[src/rtl/core/fadd_pkg.sv]
package fadd_pkg;

    localparam int OPERAND_WIDTH = 16;
    localparam int DEN_W         = OPERAND_WIDTH - 1;
    localparam int SUM_W         = 2 * OPERAND_WIDTH;
    localparam int LCM_W         = 2 * DEN_W;
    localparam int SHIFT_W       = $clog2(DEN_W);
    localparam int CNT_W         = $clog2(DEN_W + 1);

    typedef enum logic [4:0] {
        S_IDLE = 5'b00001,
        S_GCD  = 5'b00010,
        S_DIV  = 5'b00100,
        S_MUL  = 5'b01000,
        S_DONE = 5'b10000
    } t_state;

    typedef enum logic [2:0] {
        MUL_LCM    = 3'b001,
        MUL_FIRST  = 3'b010,
        MUL_SECOND = 3'b100
    } t_mul_step;

endpackage

[src/rtl/core/fraction_adder_common_denominator.sv]
// Adds two fractions a/b + c/d over their least common denominator L = lcm(b, d) and returns
// a*(L/b) + c*(L/d) over L, unreduced. One transaction at a time: the input is stalled from
// acceptance until the result is loaded into the output register, which then waits for the
// receiver while the next transaction may already be accepted. After acceptance, a transaction
// runs binary gcd steps (one shift or subtract each, at most 2*(OPERAND_WIDTH-2) steps) until
// a step finds the two values equal, then two restoring divisions (one quotient bit per cycle,
// d/g then b/g), then three products on one shared multiplier (lcm, first term, second term),
// and then hands over the result. The next transaction is accepted in the cycle after the
// hand-over at the earliest, and a result still stalled in the output register delays the
// hand-over. A zero denominator skips all of this and goes straight to the hand-over of the
// error result.
module fraction_adder_common_denominator (
    input  logic                                  i_clk,
    input  logic                                  i_rst_n,
    input  logic                                  i_in_valid,
    output logic                                  o_in_stall,
    input  logic signed [fadd_pkg::OPERAND_WIDTH-1:0] i_first_numerator,
    input  logic        [fadd_pkg::DEN_W-1:0]     i_first_denominator,
    input  logic signed [fadd_pkg::OPERAND_WIDTH-1:0] i_second_numerator,
    input  logic        [fadd_pkg::DEN_W-1:0]     i_second_denominator,
    output logic                                  o_out_valid,
    input  logic                                  i_out_stall,
    output logic signed [fadd_pkg::SUM_W-1:0]     o_sum_numerator,
    output logic        [fadd_pkg::LCM_W-1:0]     o_sum_denominator,
    output logic                                  o_zero_denominator_error
);
    import fadd_pkg::*;

    t_state    r_state, n_state;
    t_mul_step r_mul_step, n_mul_step;

    logic signed [OPERAND_WIDTH-1:0] r_a, n_a, r_c, n_c;
    logic [DEN_W-1:0]   r_b, n_b, r_d, n_d;
    logic [DEN_W-1:0]   r_x, n_x, r_y, n_y, r_g, n_g;
    logic [SHIFT_W-1:0] r_k, n_k;
    logic [DEN_W-1:0]   r_rem, n_rem, r_quo, n_quo, r_qd, n_qd, r_qb, n_qb;
    logic [CNT_W-1:0]   r_cnt, n_cnt;
    logic               r_div_sel, n_div_sel;
    logic signed [SUM_W-1:0] r_acc, n_acc;
    logic [LCM_W-1:0]   r_lcm, n_lcm;
    logic               r_err, n_err;

    logic               r_out_valid, n_out_valid;
    logic signed [SUM_W-1:0] r_out_num, n_out_num;
    logic [LCM_W-1:0]   r_out_den, n_out_den;
    logic               r_out_err, n_out_err;

    // divider step
    logic [DEN_W:0]     w_shifted;
    logic               w_ge;
    logic [DEN_W:0]     w_diff;
    logic [DEN_W-1:0]   w_quo_next;

    // shared multiplier
    logic signed [OPERAND_WIDTH-1:0] w_mul_x, w_mul_y;
    logic signed [SUM_W-1:0]         w_prod;

    assign w_shifted  = {r_rem, r_quo[DEN_W-1]};
    assign w_ge       = (w_shifted >= {1'b0, r_g});
    assign w_diff     = w_shifted - {1'b0, r_g};
    assign w_quo_next = {r_quo[DEN_W-2:0], w_ge};

    always_comb begin
        case (r_mul_step)
            MUL_LCM: begin
                w_mul_x = $signed({1'b0, r_b});
                w_mul_y = $signed({1'b0, r_qd});
            end
            MUL_FIRST: begin
                w_mul_x = r_a;
                w_mul_y = $signed({1'b0, r_qd});
            end
            default: begin
                w_mul_x = r_c;
                w_mul_y = $signed({1'b0, r_qb});
            end
        endcase
    end

    assign w_prod = w_mul_x * w_mul_y;

    always_comb begin
        n_state     = r_state;
        n_mul_step  = r_mul_step;
        n_a         = r_a;
        n_b         = r_b;
        n_c         = r_c;
        n_d         = r_d;
        n_x         = r_x;
        n_y         = r_y;
        n_g         = r_g;
        n_k         = r_k;
        n_rem       = r_rem;
        n_quo       = r_quo;
        n_qd        = r_qd;
        n_qb        = r_qb;
        n_cnt       = r_cnt;
        n_div_sel   = r_div_sel;
        n_acc       = r_acc;
        n_lcm       = r_lcm;
        n_err       = r_err;
        n_out_valid = r_out_valid;
        n_out_num   = r_out_num;
        n_out_den   = r_out_den;
        n_out_err   = r_out_err;

        if (r_out_valid && !i_out_stall) begin
            n_out_valid = 1'b0;
        end

        case (r_state)
            S_IDLE: begin
                if (i_in_valid) begin
                    n_a = i_first_numerator;
                    n_b = i_first_denominator;
                    n_c = i_second_numerator;
                    n_d = i_second_denominator;
                    if (i_first_denominator == '0 || i_second_denominator == '0) begin
                        n_acc   = '0;
                        n_lcm   = '0;
                        n_err   = 1'b1;
                        n_state = S_DONE;
                    end else begin
                        n_x     = i_first_denominator;
                        n_y     = i_second_denominator;
                        n_k     = '0;
                        n_err   = 1'b0;
                        n_state = S_GCD;
                    end
                end
            end
            S_GCD: begin
                // binary gcd: strip common twos, then shift or subtract odd values
                if (r_x == r_y) begin
                    n_g       = r_x << r_k;
                    n_quo     = r_d;
                    n_rem     = '0;
                    n_cnt     = '0;
                    n_div_sel = 1'b0;
                    n_state   = S_DIV;
                end else if (!r_x[0] && !r_y[0]) begin
                    n_x = r_x >> 1;
                    n_y = r_y >> 1;
                    n_k = r_k + 1'b1;
                end else if (!r_x[0]) begin
                    n_x = r_x >> 1;
                end else if (!r_y[0]) begin
                    n_y = r_y >> 1;
                end else if (r_x > r_y) begin
                    n_x = (r_x - r_y) >> 1;
                end else begin
                    n_y = (r_y - r_x) >> 1;
                end
            end
            S_DIV: begin
                n_rem = w_ge ? w_diff[DEN_W-1:0] : w_shifted[DEN_W-1:0];
                n_quo = w_quo_next;
                n_cnt = r_cnt + 1'b1;
                if (r_cnt == CNT_W'(DEN_W - 1)) begin
                    n_cnt = '0;
                    n_rem = '0;
                    if (!r_div_sel) begin
                        n_qd      = w_quo_next;
                        n_quo     = r_b;
                        n_div_sel = 1'b1;
                    end else begin
                        n_qb       = w_quo_next;
                        n_mul_step = MUL_LCM;
                        n_state    = S_MUL;
                    end
                end
            end
            S_MUL: begin
                case (r_mul_step)
                    MUL_LCM: begin
                        n_lcm      = w_prod[LCM_W-1:0];
                        n_mul_step = MUL_FIRST;
                    end
                    MUL_FIRST: begin
                        n_acc      = w_prod;
                        n_mul_step = MUL_SECOND;
                    end
                    default: begin
                        n_acc   = r_acc + w_prod;
                        n_state = S_DONE;
                    end
                endcase
            end
            S_DONE: begin
                if (!r_out_valid || !i_out_stall) begin
                    n_out_valid = 1'b1;
                    n_out_num   = r_acc;
                    n_out_den   = r_lcm;
                    n_out_err   = r_err;
                    n_state     = S_IDLE;
                end
            end
            default: begin
                n_state = S_IDLE;
            end
        endcase
    end

    always_ff @(posedge i_clk) begin
        if (!i_rst_n) begin
            r_state     <= S_IDLE;
            r_out_valid <= 1'b0;
        end else begin
            r_state     <= n_state;
            r_out_valid <= n_out_valid;
        end
    end

    always_ff @(posedge i_clk) begin
        r_mul_step <= n_mul_step;
        r_a        <= n_a;
        r_b        <= n_b;
        r_c        <= n_c;
        r_d        <= n_d;
        r_x        <= n_x;
        r_y        <= n_y;
        r_g        <= n_g;
        r_k        <= n_k;
        r_rem      <= n_rem;
        r_quo      <= n_quo;
        r_qd       <= n_qd;
        r_qb       <= n_qb;
        r_cnt      <= n_cnt;
        r_div_sel  <= n_div_sel;
        r_acc      <= n_acc;
        r_lcm      <= n_lcm;
        r_err      <= n_err;
        r_out_num  <= n_out_num;
        r_out_den  <= n_out_den;
        r_out_err  <= n_out_err;
    end

    assign o_in_stall               = (r_state != S_IDLE);
    assign o_out_valid              = r_out_valid;
    assign o_sum_numerator          = r_out_num;
    assign o_sum_denominator        = r_out_den;
    assign o_zero_denominator_error = r_out_err;

endmodule

[config.mk]
export PLATFORM = sky130hd
export DESIGN_NAME = fraction_adder_common_denominator
export DESIGN_NICKNAME = d
export VERILOG_FILES = /design/src/rtl/core/fadd_pkg.sv /design/src/rtl/core/fraction_adder_common_denominator.sv
export SDC_FILE = /design/constraint.sdc
export NUM_CORES = 1
export LEC_CHECK = 0
export BUFFER_PORTS_ARGS = -buffer_cell sky130_fd_sc_hd__buf_2
export CAP_MARGIN = 25
export CORE_MARGIN = 3
export CORE_UTILIZATION = 41
export DETAILED_ROUTE_END_ITERATION = 7
export PLACE_DENSITY = 0.68
export SLEW_MARGIN = 20
export SYNTH_ARGS = -nofsm -noshare
export SYNTH_HDL_FRONTEND = slang
export SYNTH_SLANG_ARGS = --single-unit
[constraint.sdc]
create_clock -name i_clk -period 10.4 [get_ports i_clk]
set_clock_uncertainty 0.1 [all_clocks]
set_input_delay 2.08 -clock i_clk [delete_from_list [all_inputs] [get_ports i_clk]]
set_output_delay 2.08 -clock i_clk [all_outputs]
set_load 0.005 [all_outputs]
==> run metrics, run 1 <==
CTS Root Cell clkbuf_16; Final ANT Viol Nets 0; worst path required time between 10 and 15 ns; Cells after Synth 2501; CTS tree built; Nets approximately 3100; most used cell, CP fa_1; largest net degree at the start of global routing 64; Die Span X 256 um; Final Cycle Share approximately 93%; starting density of the core around two fifths; RSZ-0062 raised after global routing false; Worst-Skew Late Latency roughly 0.55 ns; RePlAce Congestion ~0.93; Worst path slowest cell a221oi_1; post-synth cell types 76; WHS Path Cells 0; vias per inst roughly 5.3; Max Freq between 100 and 150 MHz; Initial DRC Count 1241; clock buffer depth 3; Seq/Total Area, Yosys between 30% and 40%; wire per inst approximately 19 um; clock sinks 311; kind of critical path reg -> reg; Port-buffer cells 130; critical path arrival between 10 and 15 ns; footprint of the multi-input gates 14600 um2; die area roughly 65000 um2; number of global-route vias before repair about 19000; TritonRoute pass-1 iters 5; status finished clean; GRT Overall Usage 20.1%; final hold vios 0; CP max stage delay about 0.73 ns; WL final 66.1 mm; P&R area growth vs syn 10.9%; Synth Cell Area between 20000 and 30000 um2; TNS Setup 0 ns; Remaining Overflow, GRT 0; first-pass GRT wire length approximately 100 mm; EDFF count, synth around 300; Register Area approximately 9300 um2; HP Start r_lcm[12]$_SDFFCE_PN0P_; core box area 61000 um2; DRC viols 0; initial antenna violation count 1; CP endpoint kind flip-flop; fin crit period between 9 and 10 ns; Main synth FF type edfxtp_1; number of I/O pins approximately 130; flop2flop setup slack between 0.6 and 0.7 ns; R2R depth 36; CTS H-Tree Depth 2; FILL cells 5799; r2r endpoint r_acc[31]$_SDFFCE_PN0P_; max-slew violations 0; Cell Rows 90; routed via count around 18000; Syn. warnings 0; post-detail-place hpwl ~53 mm; RR Startpoint r_mul_step[2]$_SDFFCE_PN0P_; ys async rst share 0%; syn nets about 3000; startpoint class of the critical path flip-flop; clk slew on worst S/H paths around 0.06 ns; Slew headroom 34.2%; Worst Path Max Fanout 18; Worst Setup SP r_mul_step[2]$_SDFFCE_PN0P_; Slew @ Worst Pin 0.987 ns; total CTS buffers 35; Worst Hold End o_sum_denominator[12]$_DFFE_PP_; die span in y 256 um; Worst Hold Class reg -> reg; flop and latch count out of synthesis roughly 310; final setup violation count 0; max-cap violations 0; share of cells above drive strength 1 between 10% and 20%; Post-Syn Area per Cell between 10 and 15 um2
cells by family after synthesis:
kind of cell | Yosys count | share of synthesized area, %
and+or+nand+nor | 721 | 12.6
DFF | 311 | 36.3
adders and majority gates | 412 | 27.5
muxes | 63 | 2.57
buffers and inverters | 473 | 7.04
xor gates and xnor gates | 82 | 2.81
AOI/OAI and AO/OA | 439 | 11.2
routing by layer:
metal  GRT usage [%]  up-vias  wire length, um
met1            26.0     9112            28400
met4            5.73        0             1710
li1                -     8670                -
met3            2.28       97             3290
met5               0        -                0
met2            35.7      522            32700
final cells by class:
type	instances	area share, %
diodes	1	0.00882
clock buffers	39	3.14
clock inverters	23	0.714
inverters	381	5.04
multi-input cells	1717	51.3
flip-flops and latches	311	32.7
well taps	828	3.65
repair buffers	174	3.46
sequential cells by signal, summed over array words and instances (netlist names), 16 cells and up:
name / flops
r_acc: 32
o_sum_numerator: 32
r_a: 16
o_sum_denominator: 30
r_c: 16
r_lcm: 30
through the flow:
stage / cell area (um2) / utilization [%] / std cells / hold slack (ns) / setup WS [ns]
2_1_floorplan: 25600 / - / 2501 / 0.300 / 1.50
3_3_place_gp: 27200 / 44.6 / 3406 / 0.301 / 1.02
3_5_place_dp: 27200 / 44.6 / 3406 / 0.305 / 0.667
4_1_cts: 28300 / 46.4 / 3468 / 0.315 / 0.635
5_1_grt: 28400 / 46.5 / 3474 / 0.323 / 0.0876
6_report: 28400 / 46.5 / 3474 / 0.313 / 0.679
cells in the final DEF (no fill, tap or decap), drive strengths merged, types with 31 or more instances in the layout:
cell type,synthesis,routed
a21oi,133,133
and2,44,44
buf,12,174
clkbuf,80,39
edfxtp,305,305
fa,250,250
ha,162,162
inv,381,382
mux2i,50,50
nand2,262,262
nor2,248,248
nor3,33,33
o21ai,104,104
xnor2,51,51
xor2,31,31
cell usage after synthesis, types with 19 or more instances:
master | n | area (um2)
a21o_1 | 26 | 195
ha_1 | 162 | 2030
nand2_1 | 262 | 983
nor2_1 | 247 | 927
inv_1 | 381 | 1430
fa_1 | 250 | 5000
mux2i_1 | 50 | 500
xnor2_1 | 51 | 447
o21a_1 | 20 | 150
a211oi_1 | 25 | 188
o21ai_0 | 86 | 430
a221oi_1 | 19 | 166
and2_1 | 44 | 275
nor3_1 | 32 | 160
edfxtp_1 | 305 | 9160
a21oi_1 | 131 | 656
xor2_1 | 31 | 272
clkbuf_1 | 80 | 300
critical path: cells and delay by family (launching register included):
family                     cells  cell delay (ns)
adders and majority gates      8             3.65
AOI/OAI and AO/OA             12             2.93
and+or+nand+nor                8             1.50
buffers and inverters          6             0.57
xor gates and xnor gates       2             0.41
DFF                            1             0.41
what timing repair did:
action,4_1_cts,5_1_grt
gates resized for setup,0,1
hold buffers,0,0
setup buffers,0,5
endpoints found under the setup margin,0,1
worst max path at each step:
stage / cells past startpoint / endpoint / slack (ns)
6_report: 36 / r_acc[31]$_SDFFCE_PN0P_ / 0.68
3_5_place_dp: 35 / r_acc[31]$_SDFFCE_PN0P_ / 0.67
2_1_floorplan: 34 / r_acc[31]$_SDFFCE_PN0P_ / 1.50
3_3_place_gp: 35 / r_acc[31]$_SDFFCE_PN0P_ / 1.02
5_1_grt: 36 / r_acc[31]$_SDFFCE_PN0P_ / 0.09
4_1_cts: 35 / r_acc[31]$_SDFFCE_PN0P_ / 0.64
Power of run 1 is not shown: default switching activity piles up to over one toggle a cycle in this logic, so the estimate is an artifact.
==> run 2, diff against run 1 <==
- ABC_AREA: not set -> 1
==> run 2 against run 1 <==
  * Cell count grew 17%
  * Largest cell class unchanged
  * Wire length is 15% higher
  * Global-route usage rose by 2.0 points
==> run metrics, run 2 <==
status finished clean; CP endpoint kind flip-flop; CP bufs+invs 6 (unchanged); number of I/O pins 131 (unchanged); flop2flop setup slack 0.64 ns (-0.04 ns); FILL cells 6258 (+7.9%); post-CTS setup buffer count 0 (unchanged); critical path arrival 9.94 ns (-0.08 ns); most used cell, CP fa_1; count leader, synth nand2_1; CP top delay family adder cells; post-detail-place hpwl 60.9 mm (+15%); clock buffer depth 3 (unchanged); EDFF count, synth 305 (unchanged); vias per inst 5.18 (-2.1%); post-CTS resize count 0 (unchanged); Die Span X 263 um (+2.7%); TNS Setup 0 ns (unchanged); Syn. warnings 0 (unchanged); starting density of the core 41.7% (-0.24 points); die area 69000 um2 (+5.5%); ys async rst share 0% (unchanged); syn nets 3531 (+19%); Nets 3654 (+18%); max-slew violations 0 (unchanged); P&R area growth vs syn 9.81%; clk slew on worst S/H paths 0.07 ns (about the same); fin crit period 9.76 ns (+0.0386 ns); Slew headroom 37.4% (+3.2 points); Slew @ Worst Pin 0.939 ns (-0.0480 ns); first-pass GRT wire length 119 mm (+14%); Synth Cell Area 27000 um2 (+5.6%); core box area 64800 um2 (+6.2%); clock sinks 311 (unchanged); kind of critical path reg -> reg; total CTS buffers 35 (unchanged); worst path required time 10.58 ns (-0.12 ns); flop and latch count out of synthesis 311 (unchanged); Post-Syn Area per Cell 8.85 um2 (-13%); Port-buffer cells 130 (unchanged); top cell type's share of synthesized area 33.9% (-1.9 points); startpoint class of the critical path flip-flop; number of global-route vias before repair 21000 (+11%); largest net degree at the start of global routing 64 (unchanged); Cell Rows 93 (+3.3%); GRT Overall Usage 22.1% (+2.0 points); TritonRoute pass-1 iters 6 (+1); most frequent cells in the layout nand2_1, inv_1, nor2_1; RSZ-0062 raised after global routing false; # hold bufs at CTS 0 (unchanged); commonest cells in the netlist nand2_1, inv_1, nor2_1; CTS H-Tree Depth 2 (unchanged); Worst path slowest cell a22oi_2; Worst Path Max Fanout 30 (+12); Worst-Skew Late Latency 0.56 ns (about the same); Main synth FF type edfxtp_1; Initial DRC Count 1896 (+53%); Final ANT Viol Nets 0 (unchanged); most common cell after layout, fill and taps aside nand2_1; Max Freq 102 MHz (-0.40%); Seq/Total Area, Yosys 34.3% (-1.9 points); CP max stage delay 0.74 ns (about the same); Cells after Synth 3053 (+22%); WL final 76.0 mm (+15%); final setup violation count 0 (unchanged); final cell count without fillers 4056 (+17%); Worst Hold Class reg -> reg; routed via count 21000 (+14%); Synth area leaders edfxtp_1, fa_1, nand2_1, inv_1, ha_1; RePlAce Congestion 0.983 (+5.2%); die span in y 263 um (+2.7%); DRC viols 0 (unchanged); CTS Root Cell clkbuf_16; Remaining Overflow, GRT 0 (unchanged); placed cells 3993 (+17%); max-cap violations 0 (unchanged); post-synth cell types 60 (-21%); Synth area leader edfxtp_1; CTS tree built; share of cells above drive strength 1 11.0% (+0.24 points); Final Cycle Share 93.8% (+0.37 points); wire per inst 18.7 um (-1.6%); initial antenna violation count 3 (+2); final hold vios 0 (unchanged)
==> run 2: cell types whose count changed after synthesis, sizes merged, moves of 38 or more <==
| cell | previous run | this run |
|---|---|---|
| a21oi | 133 | 192 |
| and2 | 44 | 6 |
| clkbuf | 80 | 18 |
| inv | 381 | 615 |
| mux2i | 50 | 3 |
| nand2 | 262 | 627 |
| nand3 | 17 | 106 |
| nor2 | 248 | 358 |
| o21ai | 104 | 157 |
==> run 2: cells by family after synthesis <==
| logic type | synth area share, % |
|---|---|
| buffers and inverters | 9.89 |
| flip-flops | 34.3 |
| AND/OR/NAND/NOR | 18.6 |
| AO/OA/AOI/OAI | 9.06 |
| multiplexers | 0.111 |
| XOR/XNOR | 1.94 |
| adder cells (fa/ha/maj) | 26.0 |
==> run 2: worst register-to-register path: cells and delay by family (launching register included) <==
kind / cells / cell delay [ns]
xor gates and xnor gates: 1 / 0.44
adders and majority gates: 8 / 3.94
buffers and inverters: 6 / 0.65
DFF: 1 / 0.41
and+or+nand+nor: 12 / 2.43
AOI/OAI and AO/OA: 5 / 1.52
==> run 2: path summary, 6_finish.rpt <==
check | start | end | cells after the start
worst min-delay path | r_lcm[21]$_SDFFCE_PN0P_ | o_sum_denominator[21]$_DFFE_PP_ | 0
worst min register to register | r_lcm[21]$_SDFFCE_PN0P_ | o_sum_denominator[21]$_DFFE_PP_ | 0
worst max register to register | r_mul_step[1]$_SDFFCE_PN0P_ | r_acc[23]$_SDFFCE_PN0P_ | 32
worst max-delay path | r_mul_step[1]$_SDFFCE_PN0P_ | r_acc[23]$_SDFFCE_PN0P_ | 32
==> run 2: final cells by class <==
cell class	instances	area, um2	area share, %
Clock inverter	14	164	0.553
Timing Repair Buffer	147	791	2.67
Sequential cell	311	9280	31.3
Clock buffer	45	913	3.08
Tap cell	855	1070	3.61
Antenna cell	3	7.51	0.0253
Multi-Input combinational cell	2062	15100	50.9
Inverter	619	2330	7.87
==> run 2: stage by stage <==
stage / hold slack, ns / setup slack [ns] / utilization (%) / area (um2)
final: 0.312 / 0.640 / 45.8 / 29700
after detailed placement: 0.305 / 0.881 / 44.1 / 28600
after CTS: 0.312 / 0.812 / 45.7 / 29600
after global placement: 0.301 / 0.862 / 44.1 / 28600
after floorplan: 0.300 / 2.87 / - / 27000
after global routing: 0.322 / 0.238 / 45.8 / 29700
==> run 2: layer usage <==
layer	GRT usage [%]	share of wire, %	vias to the layer above
li1	-	-	9942
met1	30.9	44	10000
met5	0	0	-
met4	7.91	3.4	0
met2	34.0	44	883
met3	4.77	8.7	157
Power of run 2 is left out for the same reason.
